File: config.mk
export PLATFORM = sky130hd
export DESIGN_NAME = asv_isqrt
export DESIGN_NICKNAME = d
export VERILOG_FILES = /design/src/hw/rtl/arrive_steering_velocity_assert.svh /design/src/hw/rtl/asv_isqrt.sv
export SDC_FILE = /design/constraint.sdc
export NUM_CORES = 2
export LEC_CHECK = 0
export ABC_AREA = 0
export BUFFER_PORTS_ARGS = -buffer_cell sky130_fd_sc_hd__clkbuf_2
export CAP_MARGIN = 20
export CORE_ASPECT_RATIO = 0.5
export CORE_UTILIZATION = 57
export CTS_CLUSTER_DIAMETER = 80
export DETAILED_ROUTE_END_ITERATION = 16
export PLACE_DENSITY = 0.76
export SYNTH_ARGS = -nofsm -noshare
export SYNTH_HDL_FRONTEND = slang
export SYNTH_MEMORY_MAX_BITS = 65536
export SYNTH_SLANG_ARGS = --single-unit
File: constraint.sdc
create_clock -name clk_i -period 3.7 [get_ports clk_i]
set_input_delay 0.185 -clock clk_i [delete_from_list [all_inputs] [get_ports clk_i]]
set_output_delay 0.185 -clock clk_i [all_outputs]
set_load 0.01 [all_outputs]
File: src/hw/rtl/arrive_steering_velocity_assert.svh
// Assertion macros used by the steering datapath
`ifndef ARRIVE_STEERING_VELOCITY_ASSERT_SVH
`define ARRIVE_STEERING_VELOCITY_ASSERT_SVH
`ifndef SYNTHESIS
`define ASV_CHECK(lbl, expr, msg) \
  lbl: assert property (@(posedge clk_i) disable iff (!rst_ni) (expr)) else $error(msg);
`define ASV_IMPLY(lbl, cond, expr, msg) \
  lbl: assert property (@(posedge clk_i) disable iff (!rst_ni) (cond) |-> (expr)) else $error(msg);
`define ASV_NEXT(lbl, cond, expr, msg) \
  lbl: assert property (@(posedge clk_i) disable iff (!rst_ni) (cond) |=> (expr)) else $error(msg);
`else
`define ASV_CHECK(lbl, expr, msg)
`define ASV_IMPLY(lbl, cond, expr, msg)
`define ASV_NEXT(lbl, cond, expr, msg)
`endif
`endif

File: src/hw/rtl/asv_isqrt.sv
// Pipelined integer square root, one result bit per stage
`timescale 1ns / 1ps
module asv_isqrt #(
  parameter int unsigned RAD_W  = 66,
  parameter int unsigned SIDE_W = 8
) (
  input  logic                 clk_i,
  input  logic                 rst_ni,
  input  logic                 en_i,
  input  logic                 valid_i,
  input  logic [RAD_W-1:0]     rad_i,
  input  logic [SIDE_W-1:0]    side_i,
  output logic                 valid_o,
  output logic [RAD_W/2-1:0]   root_o,
  output logic [SIDE_W-1:0]    side_o
);
  localparam int unsigned ROOT_W = RAD_W / 2;
  localparam int unsigned WK_W   = ROOT_W + 3;

  logic [ROOT_W-1:0] vld_q;
  logic [RAD_W-1:0]  rad_q  [ROOT_W];
  logic [WK_W-1:0]   rem_q  [ROOT_W];
  logic [ROOT_W-1:0] root_q [ROOT_W];
  logic [SIDE_W-1:0] side_q [ROOT_W];

  for (genvar k = 0; k < ROOT_W; k++) begin : g_st
    logic              vld_in;
    logic [RAD_W-1:0]  rad_in;
    logic [WK_W-1:0]   rem_in, acc, trial;
    logic [ROOT_W-1:0] root_in;
    logic [SIDE_W-1:0] side_in;
    logic              ge;

    if (k == 0) begin : g_first
      assign vld_in  = valid_i;
      assign rad_in  = rad_i;
      assign rem_in  = '0;
      assign root_in = '0;
      assign side_in = side_i;
    end else begin : g_next
      assign vld_in  = vld_q[k-1];
      assign rad_in  = rad_q[k-1];
      assign rem_in  = rem_q[k-1];
      assign root_in = root_q[k-1];
      assign side_in = side_q[k-1];
    end

    assign acc   = {rem_in[WK_W-3:0], rad_in[RAD_W-1 -: 2]};
    assign trial = {1'b0, root_in, 2'b01};
    assign ge    = acc >= trial;

    always_ff @(posedge clk_i or negedge rst_ni) begin
      if (!rst_ni) begin
        vld_q[k] <= 1'b0;
      end else if (en_i) begin
        vld_q[k] <= vld_in;
      end
    end

    always_ff @(posedge clk_i) begin
      if (en_i) begin
        rad_q[k]  <= rad_in << 2;
        rem_q[k]  <= ge ? acc - trial : acc;
        root_q[k] <= {root_in[ROOT_W-2:0], ge};
        side_q[k] <= side_in;
      end
    end
  end

  assign valid_o = vld_q[ROOT_W-1];
  assign root_o  = root_q[ROOT_W-1];
  assign side_o  = side_q[ROOT_W-1];
endmodule

# Word-level counts from Yosys, hierarchy flattened
# Memory sizes are Yosys's and may differ from the RTL's.
# Cells that the tools add are included.
# op_classes
addsub	33
n_mux	35
n_lt_le_gt_ge	33
# op_table
cell	n
36-bit 2-to-1 mux	33
36-bit by 35-bit >= comparator with 1-bit output	32
36-bit by 35-bit subtractor with 36-bit output	32
2-bit by 1-bit subtractor with 3-bit output (second input constant)	1
2-bit by 1-bit >= comparator with 1-bit output (second input constant)	1
1-bit 2-to-1 mux	2
# word_totals
n_memories	4
reg_bits	33
inputBits	78
ramBits	4653
output_inout_bits	42
elab_cells	138
# memory_table
name	words	word_bits	read_ports	rd_ports_with_merged_regs	wr	line_no	rtl
rad_q	33	64	32	0	33	asv_isqrt.sv:21	logic [RAD_W-1:0] rad_q [ROOT_W];
rem_q	33	36	32	0	33	asv_isqrt.sv:22	logic [WK_W-1:0] rem_q [ROOT_W];
root_q	33	33	33	0	33	asv_isqrt.sv:23	logic [ROOT_W-1:0] root_q [ROOT_W];
side_q	33	8	33	0	33	asv_isqrt.sv:24	logic [SIDE_W-1:0] side_q [ROOT_W];

# Depth between registers and ports, before layout
# An unclocked memory read counts as a cell.
# depth
ltp_word	3
mapped_depth	14
depth_no_buf	13

# Worst setup path before layout
# No wires, ideal clock.
# synth_timing
path_kind	register -> register
startpoint	mem rem_q[0][452] (netlist bit)
endpoint	mem rem_q[0][491] (netlist bit), data pin
required_ns	3.429
path_stages_with_launch	12
arrival_time_ns	3.237
path_slack_ns	0.192
period_less_slack_ns	3.508
path_buffers	1
setup_time_ns	0.271
path_cell_list	edfxtp_1 -> or4_1 -> or3_1 -> or4_4 -> nor4_2 -> nand3_1 -> or4_1 -> buf_2 -> nor2b_4 -> nand3b_4 -> nor4_1 -> xor2_1
# synth_lines
item	line_no
start: declaration	asv_isqrt.sv:22

==> run summary <==
Status: finished clean
Worst Max-Slew Pin Slew: 0.878 ns
Register area: 0.0884 sq mm
Synth async-reset ratio: 0.0112
Number of global-route vias before repair: 75.9k
Syn nets: 10.5k
Die Ht: 343 um
CTS tree: built
Share of layout cells above drive strength 1: 0.0930
RSZ-0062 raised after global routing: yes
Fin nets: 11.2k
Total CTS buffers: 269
Largest net degree at the start of global routing: 136
Pwr Total: 90.1 mW
Initial Util: 0.576
Clock sinks: 2951
Unique masters post-synth: 89
Startpoint Class: register
Drt drc: 0
Max-slew violation count: 0
Crit path arrival time: 4.26 ns
Post-Layout Cell Count: 13.8k
Die area: 0.234 sq mm
Die X-Extent: 683 um
Remaining antenna violation count: 0
Final WS setup: 0.0718 ns
R2R setup slack: 0.07 ns
Cell Area, Placed: 0.139 sq mm
Pwr/cell area: 605 mW/mm^2
Clock Latency Late Sink: 0.84 ns
Primary FF master, synth: edfxtp_1
Final-report setup violation count: 0
Core area: 0.230 sq mm
Slew headroom: 0.415
Grt peak-use layer: met2
Setup TNS: 0 ns
Pre-antenna DRT Iters: 5
Area occupied by multi-input gates: 0.0406 sq mm
Routed vias: 76.8k
CP cell instances: ha_1 -> and2_1 -> nand3_1 -> or3_1 -> nor4_1 -> buf_4 -> nor4b_1 -> buf_4 -> nor2_4 -> buf_12 -> buf_4 -> nor2_1 -> a21oi_1
Tmin final: 3.63 ns
WS Path Type: reg -> reg
Clock transition at path regs: 0.07 ns
Root Driver: clkbuf_16
Netlist area before placement: 0.132 sq mm
VDD IR max: 470 uV
WL/cell: 17.4 um
Clock buffer depth: 4
Post-Syn Instances: 9851
First-pass GRT wire length: 381000 um
Hold crit path type: in -> reg
Worst path top cell family by delay: simple AND/OR/NAND/NOR gates
Max Cap Viol: 0
P&R area growth vs syn: 12.6%
GR Util met1: 0.227
Number of synthesized flops with an enable pin: 2918
Max Freq: 0.276 GHz
WP data required: 4.34 ns
CP Buf/Inv Count: 4
Yosys reg bits: 2951
Initial antenna violation count: 0
Place WS: -0.0830 ns
Final Util: 0.648
HPWL Detailed: 168000 um
Period utilisation layout: 0.981
Placed insts: 13.2k
Sequential area share after synthesis: 0.669
Syn_area_per_cell: 13.4 sq um
Yosys warning count: 0
Met2 Usage GRT: 0.374
Critical path peak fanout: 35
Grt met3 use: 0.0281
GRT overflow: 0
Hold_ws: 0.0597 ns
Vias/cell: 5.58
IO Count: 120
N_diodes: 0
CP dominant cell by count: buf_4
Final Hold Violating Endpoints: 0
Clock Skew: 0.0462 ns
Leak: 57.2 nW
Slowest library cell on the worst path: nor4_1
CP peak stage delay: 0.58 ns
Core Rows: 124
Drt initial violations: 5349
WL final: 240000 um
Design area: 0.149 sq mm
Worst setup EP type: register
CTS H-tree lvls: 5
Global Route Usage Sum: 0.200
Filler Cell Count: 16.5k
Global placement routability congestion: 0.942
PortBufs: 119
==> cell usage in the layout (no fill, tap or decap), types with 121 or more instances in the layout <==
cell type  instances
edfxtp_1        2918
inv_1            743
a21oi_1          653
nand2_1          647
nor2_1           605
ha_1             595
xnor2_1          458
xor2_1           424
o21ai_0          330
clkbuf_16        277
buf_4            266
a21o_1           243
nor3_1           220
nand3_1          166
o21ai_1          150
nand2b_1         129
nor4_1           121
==> per-layer routing <==
layer,vias to the layer above,part of all wire
li1,37700,-
met1,36700,0.39
met2,1798,0.52
met3,661,0.037
met4,0,0.050
met5,-,0
==> state kept, by name (all words and copies together), names as in the netlist <==
signal,cells
g_st.vld_in,32
side_q,264
rad_q,1056
valid_o,1
rem_q,1037
root_q,561
==> final timing paths <==
check / startpoint / endpoint / depth (start not counted)
min in group asynchronous: rst_ni / g_st[32].vld_in / 4
max in group asynchronous: rst_ni / g_st[17].vld_in / 4
setup / recovery: rem_q[0][1087] / rem_q[0][1130] / 13
hold / removal: rad_i[6] / rad_q[0][6] / 2
setup reg to reg: rem_q[0][1087] / rem_q[0][1130] / 13
hold reg to reg: rad_q[0][1212] / rad_q[0][1278] / 0
==> synthesized netlist by cell type (14+ instances only) <==
| cell | instances | area share |
|---|---|---|
| edfxtp_1 | 2918 | 0.66 |
| inv_1 | 743 | 0.021 |
| a21oi_1 | 658 | 0.025 |
| nand2_1 | 649 | 0.018 |
| nor2_1 | 606 | 0.017 |
| ha_1 | 596 | 0.056 |
| xnor2_1 | 458 | 0.030 |
| xor2_1 | 424 | 0.028 |
| o21ai_0 | 331 | 0.013 |
| a21o_1 | 243 | 0.014 |
| nor3_1 | 223 | 0.0084 |
| nand3_1 | 166 | 0.0063 |
| clkbuf_1 | 162 | 0.0046 |
| o21ai_1 | 151 | 0.0057 |
| nand2b_1 | 129 | 0.0061 |
| nor4_1 | 127 | 0.0060 |
| o21a_1 | 103 | 0.0058 |
| or3_1 | 99 | 0.0047 |
| nand4_1 | 91 | 0.0043 |
| mux2_2 | 89 | 0.0076 |
| nor2b_1 | 74 | 0.0035 |
| or4_1 | 55 | 0.0031 |
| a211oi_1 | 54 | 0.0031 |
| o31ai_1 | 54 | 0.0031 |
| o21bai_1 | 50 | 0.0028 |
| and3_1 | 47 | 0.0022 |
| a31oi_1 | 40 | 0.0019 |
| and2_1 | 33 | 0.0016 |
| dfrtp_1 | 33 | 0.0062 |
| mux2_1 | 32 | 0.0027 |
| o211ai_1 | 30 | 0.0017 |
| nand3b_1 | 25 | 0.0014 |
| or2_2 | 24 | 0.0011 |
| nor3b_1 | 23 | 0.0013 |
| and4_1 | 19 | 0.0013 |
| or2_1 | 18 | 0.00085 |
| a21boi_0 | 17 | 0.00096 |
| nand4b_1 | 16 | 0.0011 |
| a2111oi_0 | 15 | 0.00099 |
| inv_2 | 14 | 0.00040 |
==> power by group <==
group | internal [mW] | switching (mW)
logic | 8.11 | 10.3
registers | 42.0 | 2.41
clock network | 15.3 | 11.9
total | 65.4 | 24.6
==> what timing repair did <==
action | in CTS | in global routing
pin swaps | 1 | 8
endpoints found under the hold margin | 147 | 0
setup buffers | 0 | 4
hold buffers | 112 | 0
setup endpoints to repair | 19 | 135
cloned | 0 | 1
gates resized for setup | 2 | 46
==> cell families after synthesis <==
logic type	count (synthesis)	share of synthesized area
flip-flops	2951	0.669
AND/OR/NAND/NOR	2458	0.0914
AO/OA/AOI/OAI	1897	0.0875
buffers and inverters	939	0.0267
XOR/XNOR	882	0.0584
adder cells (fa/ha/maj)	596	0.0564
multiplexers	127	0.0108
other	1	0.0000284
==> area by class of cell <==
class,count,share of cell area
clock buffer,321,0.0477
clock inverter,149,0.00913
inverter,757,0.0191
multi-input combinational,5961,0.273
sequential,2951,0.594
tap,3087,0.0259
timing repair buffer,545,0.0314
Power figures use the tool's default switching activity.
